[src/rtl/core/sbd_pkg.sv]
// Shared types, constants and the alphabet lookup of the strict base64 decoder.
// Depends on nothing; used by sbd_decode, sbd_out, the top level and the testbench.
`default_nettype none

package sbd_pkg;

  localparam int unsigned CHAR_W  = 8;
  localparam int unsigned COUNT_W = 12;
  localparam int unsigned ACC_W   = 18;

  localparam logic [7:0] CHAR_PAD   = 8'h3D;
  localparam logic [7:0] CHAR_PLUS  = 8'h2B;
  localparam logic [7:0] CHAR_SLASH = 8'h2F;
  localparam logic [7:0] CHAR_UC_A  = 8'h41;
  localparam logic [7:0] CHAR_LC_A  = 8'h61;
  localparam logic [7:0] CHAR_ZERO  = 8'h30;

  localparam logic [5:0] SEXTET_PLUS  = 6'd62;
  localparam logic [5:0] SEXTET_SLASH = 6'd63;
  localparam logic [5:0] SEXTET_LC    = 6'd26;
  localparam logic [5:0] SEXTET_DIGIT = 6'd52;

  typedef struct packed {
    logic              string_end;
    logic              failed;
    logic [COUNT_W-1:0] byte_count;
    logic [CHAR_W-1:0]  out_byte;
  } result_t;

  typedef struct packed {
    logic [1:0]        n;
    result_t [2:0]     res;
  } bundle_t;

  // Bit 6 set means the byte is not in the alphabet.
  function automatic logic [6:0] sextet_of(input logic [7:0] c);
    logic [6:0] r;
    r = 7'h40;
    if (c inside {[8'h41:8'h5A]}) begin
      r = {1'b0, 6'(c - CHAR_UC_A)};
    end else if (c inside {[8'h61:8'h7A]}) begin
      r = {1'b0, 6'(c - CHAR_LC_A) + SEXTET_LC};
    end else if (c inside {[8'h30:8'h39]}) begin
      r = {1'b0, 6'(c - CHAR_ZERO) + SEXTET_DIGIT};
    end else if (c == CHAR_PLUS) begin
      r = {1'b0, SEXTET_PLUS};
    end else if (c == CHAR_SLASH) begin
      r = {1'b0, SEXTET_SLASH};
    end
    return r;
  endfunction

endpackage

`default_nettype wire

[src/rtl/core/sbd_decode.sv]
// Input register, group state and decode logic of the strict base64 decoder.
// Depends on sbd_pkg; produces one result bundle per completed group or fault.
`default_nettype none

module sbd_decode #(
  parameter int unsigned MAX_CAPACITY = 4095
) (
  input  wire logic                          clk,
  input  wire logic                          rst_n,
  input  wire logic                          cfg_we,
  input  wire logic [sbd_pkg::COUNT_W-1:0]   cfg_wdata,
  input  wire logic                          in_tvalid,
  output logic                               in_tready,
  input  wire logic [sbd_pkg::CHAR_W-1:0]    in_char,
  input  wire logic                          in_final,
  input  wire logic                          bundle_free,
  output logic                               push,
  output sbd_pkg::bundle_t                   bundle
);

  localparam logic [15:0] MAX_CAP = MAX_CAPACITY[15:0];

  logic                          v_r, v_nxt;
  logic [sbd_pkg::CHAR_W-1:0]    char_r;
  logic                          fin_r;
  logic [1:0]                    pos_r, pos_nxt;
  logic [sbd_pkg::ACC_W-1:0]     acc_r, acc_nxt;
  logic                          pad_r, pad_nxt;
  logic [sbd_pkg::COUNT_W-1:0]   used_r, used_nxt;
  logic                          disc_r, disc_nxt;
  logic [sbd_pkg::COUNT_W-1:0]   cap_r;

  logic [6:0]  sx;
  logic        invalid;
  logic        is_pad;
  logic        bad;
  logic        emit;
  logic [1:0]  cnt;
  logic [5:0]  vv;
  logic [12:0] sum;
  logic [15:0] cap16;
  logic [15:0] lim16;
  logic [23:0] word;
  logic [1:0]  nres;
  logic        adv;

  assign sx      = sbd_pkg::sextet_of(char_r);
  assign invalid = sx[6];
  assign is_pad  = (char_r == sbd_pkg::CHAR_PAD);
  assign cap16   = {4'b0, cap_r};
  assign lim16   = (cap16 < MAX_CAP) ? cap16 : MAX_CAP;

  always_comb begin
    bad      = 1'b0;
    emit     = 1'b0;
    cnt      = 2'd3;
    vv       = sx[5:0];
    sum      = 13'd0;
    pos_nxt  = pos_r;
    acc_nxt  = acc_r;
    pad_nxt  = pad_r;
    used_nxt = used_r;
    disc_nxt = disc_r;
    if (disc_r) begin
      if (fin_r) begin
        disc_nxt = 1'b0;
        pos_nxt  = 2'd0;
        acc_nxt  = '0;
        pad_nxt  = 1'b0;
        used_nxt = '0;
      end
    end else begin
      case (pos_r)
        2'd0, 2'd1: begin
          if (invalid || fin_r) begin
            bad = 1'b1;
          end else begin
            acc_nxt = {acc_r[11:0], vv};
          end
          pos_nxt = pos_r + 2'd1;
        end
        2'd2: begin
          if (is_pad) begin
            if (acc_r[3:0] != 4'h0) begin
              bad = 1'b1;
            end
            pad_nxt = 1'b1;
            vv      = 6'd0;
          end else if (invalid) begin
            bad = 1'b1;
          end
          if (fin_r) begin
            bad = 1'b1;
          end
          if (!bad) begin
            acc_nxt = {acc_r[11:0], vv};
          end
          pos_nxt = 2'd3;
        end
        default: begin
          if (is_pad) begin
            if (!fin_r) begin
              bad = 1'b1;
            end
            if (!pad_r && (acc_r[1:0] != 2'd0)) begin
              bad = 1'b1;
            end
            cnt = pad_r ? 2'd1 : 2'd2;
            vv  = 6'd0;
          end else if (invalid || pad_r) begin
            bad = 1'b1;
          end
          sum = {1'b0, used_r} + {11'b0, cnt};
          if (!bad && ({3'b0, sum} > lim16)) begin
            bad = 1'b1;
          end
          if (!bad) begin
            emit     = 1'b1;
            pos_nxt  = 2'd0;
            acc_nxt  = '0;
            pad_nxt  = 1'b0;
            used_nxt = fin_r ? '0 : sum[11:0];
          end
        end
      endcase
      if (bad) begin
        pos_nxt  = 2'd0;
        acc_nxt  = '0;
        pad_nxt  = 1'b0;
        used_nxt = '0;
        disc_nxt = !fin_r;
      end
    end
  end

  assign word = {acc_r, vv};

  always_comb begin
    bundle = '0;
    if (bad) begin
      bundle.n                 = 2'd1;
      bundle.res[0].failed     = 1'b1;
      bundle.res[0].string_end = 1'b1;
    end else begin
      bundle.n                 = cnt;
      bundle.res[0].out_byte   = word[23:16];
      bundle.res[0].byte_count = used_r + 12'd1;
      bundle.res[0].string_end = fin_r && (cnt == 2'd1);
      bundle.res[1].out_byte   = word[15:8];
      bundle.res[1].byte_count = used_r + 12'd2;
      bundle.res[1].string_end = fin_r && (cnt == 2'd2);
      bundle.res[2].out_byte   = word[7:0];
      bundle.res[2].byte_count = used_r + 12'd3;
      bundle.res[2].string_end = fin_r && (cnt == 2'd3);
    end
  end

  assign nres      = (!disc_r && bad) ? 2'd1 : ((!disc_r && emit) ? cnt : 2'd0);
  assign adv       = v_r && ((nres == 2'd0) || bundle_free);
  assign push      = adv && (nres != 2'd0);
  assign in_tready = !v_r || adv;
  assign v_nxt     = (in_tvalid && in_tready) ? 1'b1 : (adv ? 1'b0 : v_r);

  always_ff @(posedge clk) begin
    if (!rst_n) begin
      v_r    <= 1'b0;
      pos_r  <= 2'd0;
      acc_r  <= '0;
      pad_r  <= 1'b0;
      used_r <= '0;
      disc_r <= 1'b0;
      cap_r  <= {sbd_pkg::COUNT_W{1'b1}};
    end else begin
      v_r <= v_nxt;
      if (cfg_we) begin
        cap_r <= cfg_wdata;
      end
      if (adv) begin
        pos_r  <= pos_nxt;
        acc_r  <= acc_nxt;
        pad_r  <= pad_nxt;
        used_r <= used_nxt;
        disc_r <= disc_nxt;
      end
    end
  end

  always_ff @(posedge clk) begin
    if (in_tvalid && in_tready) begin
      char_r <= in_char;
      fin_r  <= in_final;
    end
  end

endmodule

`default_nettype wire

[src/rtl/core/sbd_out.sv]
// Result register of the strict base64 decoder: holds one bundle and hands out its results.
// Depends on sbd_pkg; fed by sbd_decode.
`default_nettype none

module sbd_out (
  input  wire logic               clk,
  input  wire logic               rst_n,
  input  wire logic               push,
  input  wire sbd_pkg::bundle_t   bundle,
  output logic                    bundle_free,
  output logic                    out_tvalid,
  input  wire logic               out_tready,
  output sbd_pkg::result_t        head
);

  logic [1:0]               rem_r, rem_nxt;
  sbd_pkg::result_t [2:0]   res_r;
  logic                     xfer;

  assign out_tvalid  = (rem_r != 2'd0);
  assign xfer        = out_tvalid && out_tready;
  assign bundle_free = (rem_r == 2'd0) || ((rem_r == 2'd1) && out_tready);
  assign head        = res_r[0];

  always_comb begin
    rem_nxt = rem_r;
    if (push) begin
      rem_nxt = bundle.n;
    end else if (xfer) begin
      rem_nxt = rem_r - 2'd1;
    end
  end

  always_ff @(posedge clk) begin
    if (!rst_n) begin
      rem_r <= 2'd0;
    end else begin
      rem_r <= rem_nxt;
    end
  end

  always_ff @(posedge clk) begin
    if (push) begin
      res_r <= bundle.res;
    end else if (xfer) begin
      res_r[0] <= res_r[1];
      res_r[1] <= res_r[2];
    end
  end

endmodule

`default_nettype wire

[src/rtl/core/strict_base64_decoder_top.sv]
// Strict base64 decoder: one character in per transfer, decoded bytes out one per transfer.
// A group's last character is registered; its results are then held in sbd_out until all are sent.
// Throughput: one character per cycle, but a group's last character waits until the result register is free.
// Reset: synchronous, active low; clears all group state and sets the capacity to 4095.
// Depends on sbd_pkg, sbd_decode and sbd_out.
`default_nettype none

module strict_base64_decoder_top #(
  parameter int unsigned MAX_CAPACITY = 4095
) (
  input  wire logic         clk,
  input  wire logic         rst_n,
  input  wire logic         cfg_we,
  input  wire logic [11:0]  cfg_wdata,  // out_capacity
  input  wire logic         in_tvalid,
  output logic              in_tready,
  input  wire logic [7:0]   in_tdata,   // in_char
  input  wire logic         in_tlast,   // is_final
  output logic              out_tvalid,
  input  wire logic         out_tready,
  output logic [23:0]       out_tdata,  // out_byte [7:0], byte_count [19:8], zero fill
  output logic              out_tuser,  // failed
  output logic              out_tlast   // string_end
);

  logic               bundle_free;
  logic               push;
  sbd_pkg::bundle_t   bundle;
  sbd_pkg::result_t   head;

  sbd_decode #(
    .MAX_CAPACITY(MAX_CAPACITY)
  ) u_decode (
    .clk        (clk),
    .rst_n      (rst_n),
    .cfg_we     (cfg_we),
    .cfg_wdata  (cfg_wdata),
    .in_tvalid  (in_tvalid),
    .in_tready  (in_tready),
    .in_char    (in_tdata),
    .in_final   (in_tlast),
    .bundle_free(bundle_free),
    .push       (push),
    .bundle     (bundle)
  );

  sbd_out u_out (
    .clk        (clk),
    .rst_n      (rst_n),
    .push       (push),
    .bundle     (bundle),
    .bundle_free(bundle_free),
    .out_tvalid (out_tvalid),
    .out_tready (out_tready),
    .head       (head)
  );

  assign out_tdata = {4'b0, head.byte_count, head.out_byte};
  assign out_tuser = head.failed;
  assign out_tlast = head.string_end;

endmodule

`default_nettype wire

[config.mk]
export PLATFORM = sky130hd
export DESIGN_NAME = strict_base64_decoder_top
export DESIGN_NICKNAME = d
export VERILOG_FILES = /design/src/rtl/core/sbd_pkg.sv /design/src/rtl/core/sbd_decode.sv /design/src/rtl/core/sbd_out.sv /design/src/rtl/core/strict_base64_decoder_top.sv
export SDC_FILE = /design/constraint.sdc
export NUM_CORES = 1
export LEC_CHECK = 0
export BUFFER_PORTS_ARGS = -buffer_cell sky130_fd_sc_hd__buf_2
export CAP_MARGIN = 5
export CORE_UTILIZATION = 35
export CTS_CLUSTER_SIZE = 10
export DETAILED_ROUTE_END_ITERATION = 16
export HOLD_SLACK_MARGIN = 0.02
export SYNTH_ARGS = -nofsm -noshare
export SYNTH_HDL_FRONTEND = slang
export SYNTH_SLANG_ARGS = --single-unit
[constraint.sdc]
create_clock -name clk -period 9.99 [get_ports clk]
set_clock_uncertainty 0.05 [all_clocks]
set_input_delay 1.998 -clock clk [delete_from_list [all_inputs] [get_ports clk]]
set_output_delay 1.998 -clock clk [all_outputs]
set_load 0.01 [all_outputs]
# Word level (Yosys, flattened, before mapping)
# Index checks and enable logic that the tools add are counted.
# word_totals
input_bits,26
rom_bits,0
register_bits,122
memories,0
mem_bits_rw,0
output_inout_bits,28
latch_bits,0
# op_classes
add_sub_neg,11
n_reduce_logical,40
n_div,0
magnitude_cmp,8
n_eq_ne,18
multipliers,0
bitwise_logic,0
shift,0
n_mux,77
# op_table
op,n
18-bit two-way mux,6
44-bit two-way mux,2
12-bit two-way mux,7
20-bit two-way mux,2
18-bit one-hot mux with 2 select lines,1
7-bit two-way mux,5
1-bit two-way mux,33
2-bit two-way mux,15
12-bit by 2-bit adder with 12-bit output (second input constant),2
8-bit by 6-bit equality test with 1-bit output (second input constant),3
6-bit two-way mux,3
8-bit by 7-bit >= comparator with 1-bit output (second input constant),2
13-bit by 16-bit > comparator with 1-bit output,1
8-bit by 7-bit less-or-equal comparator with 1-bit output (second input constant),2
1-bit logical AND,15
12-bit by 2-bit adder with 13-bit output,1
12-bit by 1-bit adder with 12-bit output (second input constant),1
12-bit < comparator (second input constant),1
4-bit by 3-bit != test with 1-bit output (second input constant),3
6-bit subtractor (second input constant),2
5-bit AND reduction,2
2-bit nonzero test,5
8-bit by 6-bit >= comparator with 1-bit output (second input constant),1
8-bit by 6-bit less-or-equal comparator with 1-bit output (second input constant),1
other kinds (22),38

# Depth between registers and ports, before layout
# Gate-level depths: netlist of run 1.
# depth
word_depth,28
depth_mapped,22
mapped_depth_nobuf,20

# Hierarchy
# From an unflattened synthesis of run 1, not the netlist that was laid out.
# hier_totals
hier_cells,727
hier_area_um2,7469.7
# by_module_without_submodules
module,n_inst,cells_each,seq_area_each_um2,area_per_inst_um2
sbd_decode,1,566,1211.2,4491.8
sbd_out,1,156,2021.9,2944.1
strict_base64_decoder_top,1,5,0.0,33.8

# Worst setup path after synthesis of run 1
# OpenSTA, ideal clock, no wires.
# synth_timing
kind,in2out
startpoint,input out_tready
endpoint,output in_tready
arrival_ps,2583
path_slack_ps,5359
cell_stages,4
path_buffers,0
cell_sequence,nand2_1 nand2_1 nor3_1 nand2_1
# synth_via
elab_chain_cells,5
# synth_lines
element,line,text
start: declaration,strict_base64_decoder_top.sv:20,"input wire logic out_tready,"
1-bit logical AND,sbd_out.sv:22,assign bundle_free = (rem_r == 2'd0) || ((rem_r == 2'd1) && out_tready);
1-bit logical OR,sbd_out.sv:22,
1-bit logical OR,sbd_decode.sv:159,assign adv = v_r && ((nres == 2'd0) || bundle_free);
1-bit logical AND,sbd_decode.sv:159,
1-bit logical OR,sbd_decode.sv:161,assign in_tready = !v_r || adv;
end: declaration,strict_base64_decoder_top.sv:16,"output logic in_tready,"
# No other way between the ends.

# Final worst setup path of run 1
# layout_timing
startpoint,register u_decode.char_r[3] (netlist name)
endpoint,"register u_out.res_r[33] (netlist name), data pin"
# layout_via
elab_chain_cells,27
# layout_lines
element,line,text
start: declaration,sbd_decode.sv:24,logic [sbd_pkg::CHAR_W-1:0] char_r;
start signal: assignment,sbd_decode.sv:190,char_r <= in_char;
branches (longest 26 deep; another with 13-bit by 16-bit > comparator with 1-bit output),--,
44-bit two-way mux *,sbd_out.sv:43,if (push) begin
end signal: assignment,sbd_out.sv:44,res_r <= bundle.res;
end: declaration,sbd_out.sv:17,sbd_pkg::result_t [2:0] res_r;
# Mark *: on every way between the ends. The select of a mux whose other input is x is not followed.
# A chain may end at the register's enable or synchronous reset.

==> results of run 1 <==
## metrics by stage
stage               hold WS, ns  setup WS (ns)  utilization
floorplan                 0.388           5.36            -
global placement          0.400           4.64        0.375
detailed placement        0.404           4.47        0.375
CTS                       0.414           4.43        0.406
global route              0.432           3.90        0.406
finish                    0.413           4.42        0.406
## kinds of logic (layout without fill, tap and decap cells)
family | count (synthesis) | count (layout) | synth area share
simple gates | 227 | 227 | 0.156
compound gates | 151 | 151 | 0.161
flops | 122 | 122 | 0.464
buf+inv | 92 | 117 | 0.0704
xor+xnor | 42 | 42 | 0.0538
fa+ha+maj | 34 | 34 | 0.0633
mux | 21 | 21 | 0.0309
other cells | 1 | 4 | 0.000548
## cell usage in the layout (no fill, tap or decap), types with 5 or more instances in the layout
| cell type | Yosys | final |
|---|---|---|
| nand2_1 | 109 | 108 |
| edfxtp_1 | 73 | 73 |
| buf_2 | 7 | 49 |
| dfxtp_1 | 49 | 49 |
| nor2_1 | 46 | 46 |
| ha_1 | 33 | 33 |
| inv_1 | 31 | 31 |
| o21ai_0 | 30 | 30 |
| a21oi_1 | 23 | 23 |
| xnor2_1 | 23 | 23 |
| a22o_1 | 23 | 23 |
| mux2i_1 | 20 | 20 |
| nand3_1 | 19 | 19 |
| xor2_1 | 19 | 19 |
| clkbuf_16 | 0 | 19 |
| o211ai_1 | 16 | 16 |
| nor3_1 | 10 | 10 |
| nand4_1 | 10 | 10 |
| a41oi_1 | 8 | 8 |
| nor2b_1 | 7 | 7 |
| nand2b_1 | 6 | 6 |
| o31ai_1 | 6 | 6 |
| a31oi_1 | 6 | 6 |
| buf_4 | 25 | 5 |
## tightest hold or removal path: cells and delay by family (launching register included)
family,cells,cell delay [ns]
DFF,1,0.31
and+or+nand+nor,1,0.05
muxes,1,0.05
## routing by layer
metal	track usage	vias up	share of wire	wire [µm]
li1	-	2496	-	-
met1	0.229	2284	0.53	7830
met2	0.220	145	0.41	6030
met3	0.0307	19	0.045	663
met4	0.0634	0	0.014	211
met5	0	-	0	0
## worst paths after layout
kind              slack, ns            endpoint               start  cells past startpoint
setup / recovery       4.42     u_out.res_r[33]  u_decode.char_r[3]                     19
hold reg to reg        0.41  u_decode.acc_r[13]  u_decode.acc_r[13]                      2
hold / removal         0.41  u_decode.acc_r[13]  u_decode.acc_r[13]                      2
setup reg to reg       4.42     u_out.res_r[33]  u_decode.char_r[3]                     19
## area by class of cell
cell class,count,area [µm²],area share
inverters,31,116,0.0151
well taps,260,325,0.0423
clock buffers,22,507,0.0659
multi-input cells,479,3210,0.417
flip-flops and latches,122,3170,0.412
clock inverters,10,80.1,0.0104
repair buffers,54,283,0.0368
## sequential cells by signal, summed over array words and instances (netlist names)
name and flops:
u_decode.acc_r 18, u_decode.cap_r 12, u_decode.char_r 8, u_decode.disc_r 1, u_decode.fin_r 1, u_decode.pad_r 1, u_decode.pos_r 2, u_decode.used_r 12
u_decode.v_r 1, u_out.head 22, u_out.rem_r 2, u_out.res_r 42
## power breakdown
| group | total, µW | leakage [µW] | internal, µW | switching (µW) |
|---|---|---|---|---|
| Sequential | 662 | 0.00109 | 635 | 27.4 |
| Combinational | 271 | 0.00157 | 94.0 | 177 |
| Clock | 596 | 0.000280 | 362 | 234 |
| Total | 1530 | 0.00295 | 1090 | 438 |
==> metrics.txt, run 1 <==
status completed; Die Span X 142 µm; CTS sink cnt 122; hold_buf cts 0; Total Die Area 20,100 µm²; Seq cells post-synth 122; Root Driver clkbuf_16; clk_lat worst skew 0.42 ns; WL final 14.7 mm; core area 19,000 µm²; post-synthesis cell count 690; H-tree depth 4; Post-DRT Antenna Nets 0; Peak VDD IR 0.152 mV; vias in the first global route 4,633; critical path required time 10.19 ns; CTS clk-pin slew, worst paths ~0.06 ns; # setup viols final 0; Num CTS Buffers 17; post-route insts no fill 978; crit end category register; Power, Total around 1500 µW; Relative slew margins 0.299; fin crit share 0.558; initial core utilization 0.361; Worst Hold Class register to register; antenna violations before repair 0; die height roughly 140 µm; Synth area leader edfxtp_1; ranking of synthesized cells by area edfxtp_1 32%, dfxtp_1 14%, ha_1 6.0%, nand2_1 6.0%, a22o_1 2.9%; vias per cell 5.06; total negative slack 0 ns; CP cell instances ha_1 -> nand2_1 -> nor2_1 -> nand2_1 -> ha_1 -> a21oi_1 -> nand2b_1 -> nor2_1 -> nand3_1 -> nor2_1 -> xor2_1 -> ha_1 -> a21oi_1 -> o21ai_0 -> o41a_1 -> o311a_1 -> buf_4 -> nand2b_1 -> o21ai_0; CP startpoint kind register; Async S/R FF share, synth 0; DR iter-0 viols 328; Final min period 5.57 ns; endpoints failing hold 0; Syn Area/Cell 9.92 µm²; IO buf count 49; final instance area a little under 8000 µm²; f_max 0.180 GHz; Slowest cell on crit path edfxtp_1; CTS tree built; FILL cells 1,860; CP bufs+invs 1; most common library cells after synthesis 109 x nand2_1, 73 x edfxtp_1, 49 x dfxtp_1, 46 x nor2_1, 33 x ha_1; worst-margin pin slew between 1 and 1.5 ns; global route overflow 0; Lkg Pwr 0.00295 µW; slowest stage delay, CP 0.53 ns; placed cells around 950; largest net degree at the start of global routing 47; total track usage 0.155; Crit path max-delay family simple AND/OR/NAND/NOR gates; ANT cells 0; dominant synthesized flop cell edfxtp_1; Final #Nets 765; Placement Rows 50; most frequent cell after synthesis nand2_1; routability cong. 0.875; kind of critical path register to register; DR pass1 iterations 8; share of layout cells above drive strength 1 0.145; crit-path max FO 22; CP arrival 5.77 ns; I/O pin cnt 54; average wire per standard cell 15.1 µm; Post-DP Area 7110 µm²; RSZ-0062 raised after global routing false; post-synth top area share 0.320; # Max-Cap Violations 0; first-pass GRT wire length 24.4 mm; EDFF count, synth 73; Distinct cells, synth 72; Warnings, synthesis 0; via count 4,944; dpl hpwl 9.98 mm; Cell Area, Synth between 6000 and 7000 µm²; CTS Buffer Depth 2; post_cts resized 0; DRC Markers 0; Final Max Slew Viols 0; Area Overhead vs Synth 12.5%; post-CTS setup buffer count 0; Pwr Density 199 nW/µm²; sequential-to-total area share from yosys stat 0.464
(Power assumes the default switching activity.)
==> inputs of run 2 (changes only) <==
clock period = 4.6 ns   (was 9.99 ns; I/O delays follow)
==> run 2 against run 1 <==
Net effect:
- count of clock-buffer cells in the layout fell by 1
- sequential power rose by 110%
- clock power grew 130%
- hold slack about the same
- sequential share of layout area shrank 2.5 points
- sequential cell count did not move
- global-route usage decreased by 0.20 points
- critical path depth did not move
- largest cell class unchanged
- largest power group unchanged
==> metrics.txt, run 2 (synthesized netlist as in run 1, its figures left out) <==
initial core utilization 0.361 (unchanged); WHS Endpoint u_decode.acc_r[13] (unchanged); CTS sink cnt 122 (unchanged); total track usage 0.153 (was 0.155); clk_lat worst skew 0.42 ns (about the same); vias in the first global route 4,680 (was 4,633); core area 19,000 µm² (unchanged); status completed (unchanged); CTS tree built (unchanged); endpoints failing hold 0 (unchanged); CP arrival 4.75 ns (was 5.77 ns); CP startpoint kind register (unchanged); Num CTS Buffers 17 (unchanged); R2R setup slack 0.15 ns (was 4.42 ns); Area Overhead vs Synth 19.9% (was 12.5%); FILL cells 1,788 (was 1,860); via count 5,085 (was 4,944); Final Max Slew Viols 0 (unchanged); commonest non-fill, non-tap cell in the layout nand2_1 (unchanged); commonest non-fill, non-tap cells in the layout 105 x nand2_1, 73 x edfxtp_1, 49 x buf_2, 49 x dfxtp_1, 41 x nor2_1 (was 108 x nand2_1, 73 x edfxtp_1, 49 x buf_2, 49 x dfxtp_1, 46 x nor2_1); Post-DRT Antenna Nets 0 (unchanged); DR iter-0 viols 463 (was 328); placed cells 976 (was 946); worst-case reg-to-reg path depth 19 (unchanged); WL final 15.1 mm (was 14.7 mm); antenna violations before repair 0 (unchanged); worst reg2reg path endpoint u_decode.acc_r[6] (was u_out.res_r[33]); CTS clk-pin slew, worst paths 0.06 ns (about the same); IO buf count 49 (unchanged); critical path required time 4.90 ns (was 10.19 ns); hold_buf cts 0 (unchanged); dpl hpwl 10.3 mm (was 9.98 mm); Root Driver clkbuf_16 (unchanged); Register Area 3170 µm² (unchanged); Die Span X 142 µm (unchanged); crit end category register (unchanged); post-route insts no fill 1,017 (was 978); average wire per standard cell 14.9 µm (was 15.1 µm); Total Die Area 20,100 µm² (unchanged); max FFs per register 42 (unchanged); CTS Buffer Depth 2 (unchanged); Hold Crit Start u_decode.acc_r[13] (unchanged); die height 142 µm (unchanged); crit-path max FO 6 (was 22); DR pass1 iterations 5 (was 8); area of the multi-input gates 3300 µm² (was 3210 µm²); Peak VDD IR 0.281 mV (was 0.152 mV); Worst Hold Class register to register (unchanged); # Max-Cap Violations 0 (unchanged); global route overflow 0 (unchanged); # setup viols final 0 (unchanged); ANT cells 0 (unchanged); Placement Rows 50 (unchanged); Largest Register u_out.res_r (unchanged); vias per cell 5.00 (was 5.06); H-tree depth 4 (unchanged); fin crit share 0.967 (was 0.558); Final #Nets 804 (was 765); Final min period 4.45 ns (was 5.57 ns); Relative slew margins 0.308 (was 0.299); Power, Total 3490 µW (was 1530 µW); I/O pin cnt 54 (unchanged); largest net degree at the start of global routing 39 (was 47); kind of critical path register to register (unchanged); first-pass GRT wire length 24.1 mm (was 24.4 mm); Lkg Pwr 0.00321 µW (was 0.00295 µW); Critical R2R Launch u_decode.char_r[1] (was u_decode.char_r[3]); Pwr Density 425 nW/µm² (was 199 nW/µm²); DRC Markers 0 (unchanged); share of layout cells above drive strength 1 0.215 (was 0.145); WHS Path Cells 2 (unchanged); routability cong. 0.862 (was 0.875); f_max 0.225 GHz (was 0.180 GHz); worst-margin pin slew 1.04 ns (was 1.05 ns)
run 2: layout make-up:
class / instances / share of cell area
multi-input cells: 479 / 0.403
flip-flops and latches: 122 / 0.387
repair buffers: 93 / 0.0804
clock buffers: 21 / 0.0601
well taps: 260 / 0.0397
clock inverters: 11 / 0.0159
inverters: 31 / 0.0142
run 2: stage by stage:
stage          hold WS, ns  TNS (ns)  setup slack, ns  utilization  instance area, µm²
2_1_floorplan        0.388         0          0.00757            -                6850
3_3_place_gp         0.394         0           0.0858        0.389                7370
3_5_place_dp         0.405   -0.0189          -0.0120        0.389                7370
4_1_cts              0.417         0          0.00111        0.422                7990
5_1_grt              0.429    -0.380          -0.0571        0.433                8200
6_report             0.413         0            0.150        0.433                8200
run 2: report_power, final:
group | switching (µW) | internal [µW]
registers | 48.6 | 1370
logic | 413 | 265
clock network | 506 | 881
run 2: worst max path at each step:
stage	startpoint	to	slack, ns	cells past startpoint
4_1_cts	u_decode.char_r[7]	u_decode.acc_r[17]	0.001	15
3_3_place_gp	u_decode.char_r[7]	u_decode.acc_r[10]	0.09	16
6_report	u_decode.char_r[1]	u_decode.acc_r[6]	0.15	19
3_5_place_dp	u_decode.char_r[7]	u_decode.acc_r[17]	-0.01	18
5_1_grt	u_decode.char_r[1]	u_decode.acc_r[6]	-0.06	19
2_1_floorplan	u_decode.char_r[1]	u_decode.acc_r[3]	0.008	21
run 2: metal layers:
metal / up-vias / share of wire / GRT usage / wire length [µm]
met5: - / 0 / 0 / 0
met4: 0 / 0.012 / 0.0589 / 177
met3: 20 / 0.049 / 0.0331 / 744
met2: 135 / 0.42 / 0.214 / 6340
met1: 2356 / 0.52 / 0.228 / 7880
li1: 2574 / - / - / -
run 2: repair_timing:
action,in CTS,in global routing
setup endpoints to repair,25,84
pin swaps,1,14
gates resized for setup,0,28
gates cloned,0,3
buffers inserted,0,6
run 2: worst max-delay path, cell delays in order, from the launching register on:
cell and delay [ns]:
edfxtp_1 0.41, inv_2 0.09, ha_2 0.18, nand2_2 0.09
or3_1 0.33, ha_2 0.22, fa_2 0.37, nand3_2 0.11
nor2_2 0.09, nand3_1 0.13, xnor2_1 0.11, ha_1 0.23
a21oi_2 0.15, o21ai_1 0.07, o41a_1 0.53, or3_4 0.46
o31ai_4 0.26, buf_6 0.17, clkbuf_16 0.15, mux2i_1 0.18
